[src/rtl/kspe_pkg.sv]
// Package with the shared constants, types and the key map of the keypad scanner.
`timescale 1ns / 1ps
package kspe_pkg;

   localparam int DIGITS_DEFAULT = 4;

   localparam int TICK_W   = 8;
   localparam int PIN_W    = 16;
   localparam int COUNT_W  = 3;

   // Configuration register indexes
   localparam logic CSR_SETTLE = 1'b0;
   localparam logic CSR_POLL   = 1'b1;

   localparam logic [TICK_W-1:0] SETTLE_RESET = 8'd2;
   localparam logic [TICK_W-1:0] POLL_RESET   = 8'd10;

   localparam logic [3:0] KEY_STAR = 4'd14;
   localparam logic [3:0] KEY_HASH = 4'd15;
   localparam logic [3:0] KEY_MAX_DIGIT = 4'd9;

   typedef struct packed {
      logic       valid;
      logic [3:0] code;
   } key_event_type;

   typedef struct packed {
      logic [3:0]         row_drive;
      logic               key_valid;
      logic [3:0]         key_code;
      logic               pin_saved;
      logic [PIN_W-1:0]   pin_digits;
      logic [COUNT_W-1:0] digit_count;
   } result_type;

   // Key at a given row and column of the 4x4 matrix.
   function automatic logic [3:0] key_lookup(input logic [1:0] row, input logic [1:0] col);
      logic [3:0] k;
      case ({row, col})
         4'h0:    k = 4'd1;
         4'h1:    k = 4'd2;
         4'h2:    k = 4'd3;
         4'h3:    k = 4'd10;
         4'h4:    k = 4'd4;
         4'h5:    k = 4'd5;
         4'h6:    k = 4'd6;
         4'h7:    k = 4'd11;
         4'h8:    k = 4'd7;
         4'h9:    k = 4'd8;
         4'hA:    k = 4'd9;
         4'hB:    k = 4'd12;
         4'hC:    k = KEY_STAR;
         4'hD:    k = 4'd0;
         4'hE:    k = KEY_HASH;
         default: k = 4'd13;
      endcase
      return k;
   endfunction

endpackage

[src/rtl/keypad_scan_pin_entry_unit.sv]
// Top level of the 4x4 keypad scanner with PIN entry.
//
//  channel  ports               direction  content
//  req      req_valid/ready     in         column levels of one tick
//  rsp      rsp_valid/ready     out        row drive, key, saved PIN, digit count
//  csr      csr_wr_en           in         settle and release poll tick counts
//
// One tick is taken per clock cycle while req_ready is high; its result is
// registered in the output buffer. The scan state and entry buffer update in the
// cycle of the transfer. A two-entry output buffer takes one more input transfer
// while the result side stalls; req_ready drops only when both entries are full.
// Reset is synchronous and restores the register defaults (settle 2, poll 10).
`timescale 1ns / 1ps
module keypad_scan_pin_entry_unit #(
   parameter int DIGITS = kspe_pkg::DIGITS_DEFAULT
) (
   input  logic                         clock,
   input  logic                         reset,
   input  logic                         req_valid,
   output logic                         req_ready,
   input  logic [3:0]                   req_col_levels,
   output logic                         rsp_valid,
   input  logic                         rsp_ready,
   output logic [3:0]                   rsp_row_drive,
   output logic                         rsp_key_valid,
   output logic [3:0]                   rsp_key_code,
   output logic                         rsp_pin_saved,
   output logic [kspe_pkg::PIN_W-1:0]   rsp_pin_digits,
   output logic [kspe_pkg::COUNT_W-1:0] rsp_digit_count,
   input  logic                         csr_wr_en,
   input  logic                         csr_index,
   input  logic [kspe_pkg::TICK_W-1:0]  csr_wdata
);

   logic                         tick;
   logic [3:0]                   row_drive;
   kspe_pkg::key_event_type      key_event;
   logic                         pin_saved;
   logic [kspe_pkg::PIN_W-1:0]   pin_digits;
   logic [kspe_pkg::COUNT_W-1:0] digit_count;
   kspe_pkg::result_type         result;
   kspe_pkg::result_type         rsp_data;

   assign tick = req_valid && req_ready;

   kspe_scan u_scan (
      .clock      (clock),
      .reset      (reset),
      .csr_wr_en  (csr_wr_en),
      .csr_index  (csr_index),
      .csr_wdata  (csr_wdata),
      .tick       (tick),
      .col_levels (req_col_levels),
      .row_drive  (row_drive),
      .key_event  (key_event)
   );

   kspe_entry #(
      .DIGITS (DIGITS)
   ) u_entry (
      .clock       (clock),
      .reset       (reset),
      .tick        (tick),
      .key_event   (key_event),
      .pin_saved   (pin_saved),
      .pin_digits  (pin_digits),
      .digit_count (digit_count)
   );

   assign result = {row_drive, key_event.valid, key_event.code, pin_saved, pin_digits,
                    digit_count};

   kspe_out_buf u_out_buf (
      .clock     (clock),
      .reset     (reset),
      .in_valid  (req_valid),
      .in_ready  (req_ready),
      .in_data   (result),
      .out_valid (rsp_valid),
      .out_ready (rsp_ready),
      .out_data  (rsp_data)
   );

   assign rsp_row_drive   = rsp_data.row_drive;
   assign rsp_key_valid   = rsp_data.key_valid;
   assign rsp_key_code    = rsp_data.key_code;
   assign rsp_pin_saved   = rsp_data.pin_saved;
   assign rsp_pin_digits  = rsp_data.pin_digits;
   assign rsp_digit_count = rsp_data.digit_count;

endmodule

[src/rtl/kspe_scan.sv]
// Row scan state machine with the settle and release poll timers.
`timescale 1ns / 1ps
module kspe_scan (
   input  logic                        clock,
   input  logic                        reset,
   input  logic                        csr_wr_en,
   input  logic                        csr_index,
   input  logic [kspe_pkg::TICK_W-1:0] csr_wdata,
   input  logic                        tick,
   input  logic [3:0]                  col_levels,
   output logic [3:0]                  row_drive,
   output kspe_pkg::key_event_type     key_event
);

   localparam logic [1:0] PH_IDLE    = 2'd0;
   localparam logic [1:0] PH_SCAN    = 2'd1;
   localparam logic [1:0] PH_RELEASE = 2'd2;

   logic [kspe_pkg::TICK_W-1:0] settle_ff;
   logic [kspe_pkg::TICK_W-1:0] poll_ff;
   logic [1:0]                  phase_ff, phase_in;
   logic [1:0]                  col_ff, col_in;
   logic [1:0]                  row_ff, row_in;
   logic [kspe_pkg::TICK_W-1:0] wait_ff, wait_in;
   logic                        found_ff, found_in;
   logic [3:0]                  key_ff, key_in;
   logic                        col_high;
   logic                        timer_done;

   assign col_high   = col_levels[col_ff];
   assign timer_done = (wait_ff <= 8'd1);

   always_comb begin
      phase_in  = phase_ff;
      col_in    = col_ff;
      row_in    = row_ff;
      wait_in   = wait_ff;
      found_in  = found_ff;
      key_in    = key_ff;
      row_drive = 4'b0000;
      key_event = '0;
      case (phase_ff)
         PH_SCAN: begin
            if (timer_done) begin
               if (col_high) begin
                  found_in = 1'b1;
                  key_in   = kspe_pkg::key_lookup(row_ff, col_ff);
                  phase_in = PH_RELEASE;
                  wait_in  = '0;
               end else if (row_ff == 2'd3) begin
                  phase_in = PH_RELEASE;
                  wait_in  = '0;
               end else begin
                  row_in    = row_ff + 2'd1;
                  wait_in   = settle_ff;
                  row_drive = 4'b0001 << row_in;
               end
            end else begin
               wait_in   = wait_ff - 8'd1;
               row_drive = 4'b0001 << row_ff;
            end
         end
         PH_RELEASE: begin
            if (timer_done) begin
               if (col_high) begin
                  phase_in        = PH_IDLE;
                  found_in        = 1'b0;
                  key_event.valid = found_ff;
                  key_event.code  = found_ff ? key_ff : 4'd0;
               end else begin
                  wait_in = poll_ff;
               end
            end else begin
               wait_in = wait_ff - 8'd1;
            end
         end
         default: begin
            // A press starts the scan at once: the lowest low column is taken.
            if (col_levels != 4'hF) begin
               if (!col_levels[0]) begin
                  col_in = 2'd0;
               end else if (!col_levels[1]) begin
                  col_in = 2'd1;
               end else if (!col_levels[2]) begin
                  col_in = 2'd2;
               end else begin
                  col_in = 2'd3;
               end
               row_in    = 2'd0;
               wait_in   = settle_ff;
               found_in  = 1'b0;
               phase_in  = PH_SCAN;
               row_drive = 4'b0001;
            end
         end
      endcase
   end

   always_ff @(posedge clock) begin
      if (reset) begin
         settle_ff <= kspe_pkg::SETTLE_RESET;
         poll_ff   <= kspe_pkg::POLL_RESET;
      end else if (csr_wr_en) begin
         if (csr_index == kspe_pkg::CSR_SETTLE) begin
            settle_ff <= csr_wdata;
         end else begin
            poll_ff <= csr_wdata;
         end
      end
   end

   always_ff @(posedge clock) begin
      if (reset) begin
         phase_ff <= PH_IDLE;
         col_ff   <= '0;
         row_ff   <= '0;
         wait_ff  <= '0;
         found_ff <= 1'b0;
         key_ff   <= '0;
      end else if (tick) begin
         phase_ff <= phase_in;
         col_ff   <= col_in;
         row_ff   <= row_in;
         wait_ff  <= wait_in;
         found_ff <= found_in;
         key_ff   <= key_in;
      end
   end

   a_idle_no_found: assert property (@(posedge clock) disable iff (reset)
      (phase_ff == PH_IDLE) |-> !found_ff)
      else $error("key held while idle");
   a_release_rows_low: assert property (@(posedge clock) disable iff (reset)
      (phase_ff == PH_RELEASE) |-> (row_drive == 4'b0000))
      else $error("rows driven while waiting for release");
   a_event_from_release: assert property (@(posedge clock) disable iff (reset)
      key_event.valid |-> (phase_ff == PH_RELEASE && found_ff))
      else $error("key reported outside release");
   a_scan_onehot: assert property (@(posedge clock) disable iff (reset)
      (phase_ff == PH_SCAN && !timer_done) |-> $onehot(row_drive))
      else $error("scan drives other than one row");

endmodule

[src/rtl/kspe_entry.sv]
// PIN entry buffer: appends digits, clears on star, saves the PIN on hash when full.
`timescale 1ns / 1ps
module kspe_entry #(
   parameter int DIGITS = kspe_pkg::DIGITS_DEFAULT
) (
   input  logic                         clock,
   input  logic                         reset,
   input  logic                         tick,
   input  kspe_pkg::key_event_type      key_event,
   output logic                         pin_saved,
   output logic [kspe_pkg::PIN_W-1:0]   pin_digits,
   output logic [kspe_pkg::COUNT_W-1:0] digit_count
);

   localparam int CNT_W = $clog2(DIGITS + 1);
   localparam logic [CNT_W-1:0] FULL = CNT_W'(DIGITS);

   logic [3:0]             digit_ff [DIGITS];
   logic [CNT_W-1:0]       count_ff, count_in;
   logic [DIGITS*4-1:0]    flat;
   logic [DIGITS*4+kspe_pkg::PIN_W-1:0] flat_ext;
   logic [CNT_W+kspe_pkg::COUNT_W-1:0]  count_ext;
   logic                   do_append;
   logic                   do_save;
   logic                   do_clear;

   // Oldest digit lands in the highest nibble.
   for (genvar i = 0; i < DIGITS; i++) begin : g_flat
      assign flat[(DIGITS-1-i)*4 +: 4] = digit_ff[i];
   end

   assign do_append = key_event.valid && (key_event.code <= kspe_pkg::KEY_MAX_DIGIT)
                      && (count_ff < FULL);
   assign do_save   = key_event.valid && (key_event.code == kspe_pkg::KEY_HASH)
                      && (count_ff == FULL);
   assign do_clear  = key_event.valid && (key_event.code == kspe_pkg::KEY_STAR);

   always_comb begin
      count_in = count_ff;
      if (do_append) begin
         count_in = count_ff + CNT_W'(1);
      end else if (do_save || do_clear) begin
         count_in = '0;
      end
   end

   assign flat_ext    = {{kspe_pkg::PIN_W{1'b0}}, flat};
   assign pin_saved   = do_save;
   assign pin_digits  = do_save ? flat_ext[kspe_pkg::PIN_W-1:0] : '0;
   assign count_ext   = {{kspe_pkg::COUNT_W{1'b0}}, count_in};
   assign digit_count = count_ext[kspe_pkg::COUNT_W-1:0];

   always_ff @(posedge clock) begin
      if (reset) begin
         count_ff <= '0;
      end else if (tick) begin
         count_ff <= count_in;
      end
   end

   for (genvar i = 0; i < DIGITS; i++) begin : g_digit
      always_ff @(posedge clock) begin
         if (tick && do_append && count_ff == CNT_W'(i)) begin
            digit_ff[i] <= key_event.code;
         end
      end
   end

   a_count_range: assert property (@(posedge clock) disable iff (reset)
      count_ff <= FULL)
      else $error("digit count beyond buffer size");
   a_save_clears: assert property (@(posedge clock) disable iff (reset)
      (tick && do_save) |=> (count_ff == '0))
      else $error("buffer not cleared after saving the PIN");
   a_save_needs_full: assert property (@(posedge clock) disable iff (reset)
      pin_saved |-> (count_ff == FULL && !do_append))
      else $error("PIN saved from a partial buffer");

endmodule

[src/rtl/kspe_out_buf.sv]
// Two-entry result buffer that decouples the tick input from the result consumer.
`timescale 1ns / 1ps
module kspe_out_buf (
   input  logic                 clock,
   input  logic                 reset,
   input  logic                 in_valid,
   output logic                 in_ready,
   input  kspe_pkg::result_type in_data,
   output logic                 out_valid,
   input  logic                 out_ready,
   output kspe_pkg::result_type out_data
);

   logic                 main_valid_ff;
   logic                 skid_valid_ff;
   kspe_pkg::result_type main_ff;
   kspe_pkg::result_type skid_ff;
   logic                 push;
   logic                 pop;

   assign in_ready  = !skid_valid_ff;
   assign push      = in_valid && in_ready;
   assign out_valid = main_valid_ff;
   assign out_data  = main_ff;
   assign pop       = main_valid_ff && out_ready;

   always_ff @(posedge clock) begin
      if (reset) begin
         main_valid_ff <= 1'b0;
         skid_valid_ff <= 1'b0;
      end else if (pop || !main_valid_ff) begin
         if (skid_valid_ff) begin
            main_valid_ff <= 1'b1;
            skid_valid_ff <= 1'b0;
         end else begin
            main_valid_ff <= push;
         end
      end else if (push) begin
         skid_valid_ff <= 1'b1;
      end
   end

   always_ff @(posedge clock) begin
      if (pop || !main_valid_ff) begin
         main_ff <= skid_valid_ff ? skid_ff : in_data;
      end else if (push) begin
         skid_ff <= in_data;
      end
   end

   a_skid_behind_main: assert property (@(posedge clock) disable iff (reset)
      skid_valid_ff |-> main_valid_ff)
      else $error("skid entry held with empty output register");
   a_skid_moves_up: assert property (@(posedge clock) disable iff (reset)
      (pop && skid_valid_ff) |=> (main_valid_ff && !skid_valid_ff))
      else $error("skid entry not moved to the output register");
   a_stall_fills_skid: assert property (@(posedge clock) disable iff (reset)
      (push && main_valid_ff && !out_ready) |=> skid_valid_ff)
      else $error("transfer lost while the output stalled");

endmodule

[config.mk]
export PLATFORM = sky130hd
export DESIGN_NAME = keypad_scan_pin_entry_unit
export DESIGN_NICKNAME = d
export VERILOG_FILES = /design/src/rtl/kspe_pkg.sv /design/src/rtl/keypad_scan_pin_entry_unit.sv /design/src/rtl/kspe_scan.sv /design/src/rtl/kspe_entry.sv /design/src/rtl/kspe_out_buf.sv
export SDC_FILE = /design/constraint.sdc
export NUM_CORES = 1
export LEC_CHECK = 0
export ABC_CLOCK_PERIOD_IN_PS = 4780
export BUFFER_PORTS_ARGS = -buffer_cell sky130_fd_sc_hd__buf_2
export CAP_MARGIN = 25
export CELL_PAD_IN_SITES_DETAIL_PLACEMENT = 1
export CELL_PAD_IN_SITES_GLOBAL_PLACEMENT = 1
export CORE_ASPECT_RATIO = 1.4
export CORE_MARGIN = 1
export CORE_UTILIZATION = 50
export CTS_BUF_LIST = sky130_fd_sc_hd__clkbuf_8
export DETAILED_ROUTE_END_ITERATION = 7
export PLACE_DENSITY_LB_ADDON = 0.2
export SETUP_SLACK_MARGIN = 0.3
export SYNTH_ARGS = -nofsm -noshare
export SYNTH_HDL_FRONTEND = slang
export SYNTH_SLANG_ARGS = --single-unit
export TNS_END_PERCENT = 20
[constraint.sdc]
create_clock -name clock -period 4.78 [get_ports clock]
set_clock_uncertainty 0.2 [all_clocks]
set_input_delay 0.478 -clock clock [delete_from_list [all_inputs] [get_ports clock]]
set_output_delay 0.478 -clock clock [all_outputs]
set_load 0.005 [all_outputs]
After elaboration in Yosys (flattened, before gate mapping)
Memory sizes are Yosys's and may differ from the RTL's. A register that Yosys moved wholly into a read port is not among the register bits.
Cells that the tools add are included.
{"block": "classes", "addsub": 3, "n_lt_le_gt_ge": 4, "eq_ne": 18, "n_shift": 2, "mux": 61, "bitwise": 4, "reduce_logical": 33}
{"op": "two-way mux 8 bit", "n": 6}
{"op": "two-way mux 2 bit", "n": 15}
{"op": "two-way mux 29 bit", "n": 1}
{"op": "two-way mux 4 bit", "n": 7}
{"op": "two-way mux 1 bit", "n": 20}
{"op": "AND reduction 6 bit", "n": 3}
{"op": "two-way mux 16 bit", "n": 1}
{"op": "one-hot mux 8 bit (2 select lines)", "n": 1}
{"op": "two-way mux 5 bit", "n": 3}
{"op": "logical AND 1 bit", "n": 12}
{"op": "OR reduction 4 bit", "n": 3}
{"op": "equality test 4 bit (second input constant)", "n": 2}
{"op": "less-or-equal comparator 8 x 1 -> 1 bit (second input constant)", "n": 1}
{"op": "inequality test 2 x 1 -> 1 bit (second input constant)", "n": 4}
{"op": "one-hot mux 2 bit (2 select lines)", "n": 2}
{"op": "one-hot mux 4 bit (2 select lines)", "n": 1}
{"op": "left shift 1 x 2 -> 4 bit (first input constant)", "n": 2}
{"op": "subtractor 8 x 1 -> 8 bit (second input constant)", "n": 1}
{"op": "equality test 3 x 2 -> 1 bit (second input constant)", "n": 2}
{"op": "two-way mux 3 bit", "n": 2}
{"op": "AND reduction 2 bit", "n": 3}
{"op": "AND reduction 3 bit", "n": 2}
{"op": "equality test 2 bit (second input constant)", "n": 2}
{"op": "less-or-equal comparator 4 bit (second input constant)", "n": 1}
{"op": "other kinds (21)", "n": 28}
{"block": "totals", "regBits": 94, "ram_bits": 16, "mem_bits_ro": 64, "output_inout_bits": 31, "n_memories": 2}
{"name": "(name not given)", "depth": 16, "width": 4, "read_ports": 1, "rd_clocked_by_memory_dff": 1, "wr": 0, "line_no": "kspe_pkg.sv:39", "rtl": "case ({row, col})"}
{"name": "u_entry.digit_ff", "depth": 4, "width": 4, "read_ports": 4, "rd_clocked_by_memory_dff": 0, "wr": 1, "line_no": "kspe_entry.sv:18", "rtl": "logic [3:0] digit_ff [DIGITS];"}

Logic depth before layout (Yosys ltp)
{"block": "depth", "ltp_word": 16, "ltp_mapped": 8}

Modules after synthesis
From an unflattened synthesis, not the netlist that was laid out.
{"block": "hier_totals", "cells_unflattened": 451, "hier_area_um2": 5464.0}
{"mod": "kspe_out_buf", "instances": 1, "cells_each": 99, "area_per_inst_um2": 2307.2, "seq_area_each_um2": 1781.7}
{"mod": "kspe_scan", "instances": 1, "cells_each": 279, "area_per_inst_um2": 2234.6, "seq_area_each_um2": 700.7}
{"mod": "kspe_entry", "instances": 1, "cells_each": 72, "area_per_inst_um2": 915.9, "seq_area_each_um2": 540.5}
{"mod": "keypad_scan_pin_entry_unit", "instances": 1, "cells_each": 1, "area_per_inst_um2": 6.3, "seq_area_each_um2": 0.0}

Worst setup path before layout
OpenSTA, ideal clock, no wires.
{"block": "synth_path", "kind": "input -> register", "start": "input rsp_ready", "end": "register u_out_buf.skid_ff[0] in the netlist's numbering, enable pin", "setup_ns": 0.415, "arrival_ns": 2.597, "required_time_ns": 4.165, "path_slack_ns": 1.568, "stages": 2, "cell_sequence": "nand2b_1 -> nor2_1"}
{"block": "synth_between", "elab_chain_len": 4}
{"item": "from (decl)", "line_no": "keypad_scan_pin_entry_unit.sv:23", "rtl": "input logic rsp_ready,"}
{"item": "logical AND 1 bit", "line_no": "kspe_out_buf.sv:25", "rtl": "assign pop = main_valid_ff && out_ready;"}
{"item": "logical OR 1 bit", "line_no": "kspe_out_buf.sv:44", "rtl": "if (pop || !main_valid_ff) begin"}
{"item": "inverter 1 bit (no source line)"}
{"item": "AND reduction 2 bit (no source line)"}
{"item": "to (signal assigned)", "line_no": "kspe_out_buf.sv:47", "rtl": "skid_ff <= in_data;"}
{"item": "to (decl)", "line_no": "kspe_out_buf.sv:17", "rtl": "kspe_pkg::result_type skid_ff;"}
No other way between the ends.
A chain may end at the register's enable or synchronous reset.

Worst setup path in the final report
{"block": "layout_path", "start": "register u_scan.wait_ff[0] in the netlist's numbering", "end": "register u_out_buf.main_ff (netlist bit u_out_buf.out_data[13]), data pin"}
{"block": "layout_between", "elab_chain_len": 8}
{"item": "from (decl)", "line_no": "kspe_scan.sv:24", "rtl": "logic [kspe_pkg::TICK_W-1:0] wait_ff, wait_in;"}
{"item": "from (signal assigned)", "line_no": "kspe_scan.sv:124", "rtl": "wait_ff <= wait_in;"}
{"item": "less-or-equal comparator 8 x 1 -> 1 bit (*)", "line_no": "kspe_scan.sv:31", "rtl": "assign timer_done = (wait_ff <= 8'd1);"}
{"item": "two-way mux 5 bit (*)", "line_no": "kspe_scan.sv:64", "rtl": "if (timer_done) begin"}
{"item": "two-way mux 5 bit (*)", "line_no": "kspe_scan.sv:42", "rtl": "case (phase_ff)"}
{"item": "equality test 4 bit", "line_no": "kspe_entry.sv:34", "rtl": "assign do_save = key_event.valid && (key_event.code == kspe_pkg::KEY_HASH)"}
{"item": "logical AND 1 bit (*)", "line_no": "kspe_entry.sv:34"}
{"item": "logical AND 1 bit (*)", "line_no": "kspe_entry.sv:35", "rtl": "&& (count_ff == FULL);"}
{"item": "two-way mux 16 bit (*)", "line_no": "kspe_entry.sv:49", "rtl": "assign pin_digits = do_save ? flat_ext[kspe_pkg::PIN_W-1:0] : '0;"}
{"item": "net pin_digits (one bit)", "line_no": "keypad_scan_pin_entry_unit.sv:39", "rtl": "logic [kspe_pkg::PIN_W-1:0] pin_digits;"}
{"item": "two-way mux 29 bit (*)", "line_no": "kspe_out_buf.sv:45", "rtl": "main_ff <= skid_valid_ff ? skid_ff : in_data;"}
{"item": "to (signal assigned)", "line_no": "kspe_out_buf.sv:45"}
{"item": "to (decl)", "line_no": "kspe_out_buf.sv:16", "rtl": "kspe_pkg::result_type main_ff;"}
Mark *: on every way through the listed nets, which the timed path passes. The rest lies on a longest branch.

==> summary.txt <==
Status
  • Status: completed

Yosys
  • Synthesized net count: 497
  • Top FF cell, synth: edfxtp_1
  • Synth Area per Inst: roughly 12 µm²
  • Synth area leaders: edfxtp_1, dfxtp_1, mux2_2
  • Post-synthesis cell type count: 59
  • YS warnings: 0
  • Post-Syn Area: 5330 µm²
  • Async S/R FF share, synth: 0%
  • Seq cells post-synth: 114
  • Post-synthesis cell count: 460
  • Post-synthesis sequential area ratio: 56.7%
  • Post-synth top area cell: edfxtp_1
  • Synth top area share: a little over two fifths
  • Post-synth EDFFs: 74

Floorplanning
  • Die width: 89.3 µm
  • # rows: 44
  • Core area: 10,300 µm²
  • Total die area: 11,100 µm²
  • Initial Util: 51.5%
  • Ports: 49
  • Die H: 124 µm

Global route
  • Global route total overflow: 0
  • Largest net degree at the start of global routing: 34
  • GRT Total Usage: 25.0%
  • Vias in the first global route: between 4,000 and 5,000
  • First-pass GRT wire length: 20,100 µm
  • Initial antenna violation count: 0

Power
  • Design Power: 2.53 mW
  • Combinational power share: 16.0%
  • Total leakage power: 2.43 nW
  • P_sw: 0.725 mW
  • Flop pwr share: 44.5%
  • VDD IR-drop max: approximately 0.24 mV
  • Net Sw Frac: 28.6%
  • Clk pwr share: 39.4%
  • P_int: 1.81 mW
  • PwrDens: 412 nW/µm²

Final layout
  • Filler cells: approximately 1,100
  • Area of the multi-input gates: 2150 µm²
  • # diodes: 0
  • P&R area growth vs syn: 15.3%
  • Final net count: 548
  • Layout cell share with drive strength beyond 1: 26.5%
  • Core Util, Final: 59.4%
  • FF+latch area: 3020 µm²

STA
  • RSZ-0062 raised after global routing: false
  • Worst setup margin: 1.98 ns
  • Setup TNS: 0 ns
  • Final Hold Viols: 0
  • Slew headroom: 33.9%
  • Worst-Margin Slew: 0.984 ns
  • Setup Viol. Count Final: 0
  • Fmax achieved: 0.357 GHz
  • Max Slew Vio Count: 0
  • Tmin final: 2.80 ns
  • Tcrit/Tclk final: 58.6%

Run
  • Max cap viols: 0

Clock network
  • Clock latency on the worst-skew pair: 0.43 ns
  • Clk pin slew, worst setup/hold paths: 0.08 ns
  • CTS buffer count: 17
  • TritonCTS clock tree: yes
  • H-tree depth: 4
  • Max clock buf depth: 2
  • Post-CTS Resized: 0
  • Clk root buf: clkbuf_8
  • Hold_buf cts: 0
  • Clk sinks: 114
  • Setup Fix Bufs, Post-CTS: 0

Critical path
  • CP Class: reg2reg
  • Cell family with most CP delay: simple AND/OR/NAND/NOR gates
  • CP Buf/Inv Count: 1
  • Crit end category: register
  • Largest stage delay on the critical path: approximately 0.80 ns
  • CP cell instances: inv_1 -> ha_1 -> or2_2 -> nand4_2 -> nor4_4 -> and3_1 -> mux2_2
  • Worst Path Arrival: 2.90 ns
  • WP data required: just under 5 ns
  • Crit-path slowest cell: nor4_4
  • Worst-path fanout max: 23
  • CP startpoint kind: register

Drt
  • Drt wl/cell: 18.8 µm
  • DRC: 0
  • Vias: ~3,800
  • Drt first pass iters: 4
  • Post-Route WL: 12,500 µm
  • Iteration-0 DRC Markers: around 120
  • Vias per Instance: 5.73
  • Post-route ant nets: 0

Place
  • Detailed Place HPWL: 8960 µm
  • Port buffer count: 48
  • Final GP Congestion: 0.900
  • Setup slack at placement: roughly 2 ns

Min path
  • Hold WC Path Type: in2reg
registers in the layout, summed over array words and instances (netlist names), 3 cells and up:
signal              cells
u_scan.poll_ff          8
u_scan.wait_ff          8
u_out_buf.out_data     29
u_entry.count_ff        3
u_out_buf.skid_ff      29
u_entry.digit_ff       16
u_scan.key_ff           4
u_scan.settle_ff        8
cell type report:
cell class,count,share of cell area [%]
Inverter,21,1.28
Tap cell,138,2.81
Clock buffer,17,3.81
Multi-Input combinational cell,304,35.0
Sequential cell,114,49.2
Clock inverter,15,3.38
Timing Repair Buffer,53,4.52
cell usage in the layout (no fill, tap or decap), types with 3 or more instances in the layout:
cell type and n:
ha_1 19, and4_1 3, nor3_1 8, nand2b_1 4, inv_1 21, a31oi_1 7, clkinv_4 5, nor4_4 3
a21boi_0 3, bufinv_16 4, mux2i_1 8, a211oi_1 5, clkbuf_8 17, nor2_1 20, nand2_1 56, edfxtp_1 74
a21oi_1 29, o32ai_1 6, nand4_1 5, buf_2 48, dfxtp_1 40, mux2_2 30, buf_4 5, o21ai_0 19
and2_1 6, and3_1 20, nand3_1 9
cell families after synthesis:
family / count (synthesis) / share of synthesized area (%)
fa+ha+maj: 19 / 4.46
buf+inv: 42 / 3.14
mux: 42 / 9.25
compound gates: 87 / 10.5
xor+xnor: 1 / 0.164
flops: 114 / 56.7
simple gates: 155 / 15.8
stage by stage:
step / cells / area (µm²) / hold WS, ns
after global routing: 662 / 6150 / 0.0738
after floorplan: 460 / 5330 / 0.232
after CTS: 662 / 6150 / 0.0507
after detailed placement: 630 / 5700 / 0.247
final: 662 / 6150 / 0.0740
after global placement: 630 / 5700 / 0.243
worst paths after layout:
kind | startpoint | to | depth (start not counted) | slack (ns)
max | u_scan.wait_ff[0]$_SDFFE_PP0P_ | u_out_buf.out_data[13]$_DFFE_PP_ | 7 | 1.98
min | csr_wdata[3] | u_scan.poll_ff[3]$_SDFFE_PP1P_ | 3 | 0.07
max reg2reg | u_scan.wait_ff[0]$_SDFFE_PP0P_ | u_out_buf.out_data[13]$_DFFE_PP_ | 7 | 1.98
min reg2reg | u_scan.poll_ff[6]$_SDFFE_PP0P_ | u_scan.poll_ff[6]$_SDFFE_PP0P_ | 2 | 0.26
per-layer routing:
metal  vias up  track usage (%)  share of wire [%]
met5         -                0                  0
met4         0             13.7                4.0
met3        33             6.30                3.0
met2        91             47.1                 56
met1      1870             24.1                 37
li1       1801                -                  -
tightest hold or removal path: stages:
cell and delay, ns:
buf_2 0.09, nand2_1 0.04, nand3_1 0.06
Yosys cell counts, types with 3 or more instances:
library cell  instances
nand3_1               9
a31oi_1               7
nand2_1              56
dfxtp_1              40
a21oi_1              29
o32ai_1               6
nor2_1               21
a211oi_1              5
edfxtp_1             74
nor3_1                8
and3_1               20
inv_1                21
nand4_1               5
ha_1                 19
mux2i_1               8
and4_1                3
nand2b_1              4
clkbuf_1             17
mux2_2               30
a21boi_0              3
o21ai_0              19
and2_1                6
power by group through the flow:
stage          clock network (mW)  logic (mW)  registers [mW]
2_1_floorplan                   0       0.279            1.14
6_report                    0.999       0.406            1.13
5_1_grt                      1.06       0.445            1.13
3_3_place_gp                    0       0.389            1.15
4_1_cts                      1.02       0.404            1.13
3_5_place_dp                    0       0.396            1.15
Power figures use the tool's default switching activity.
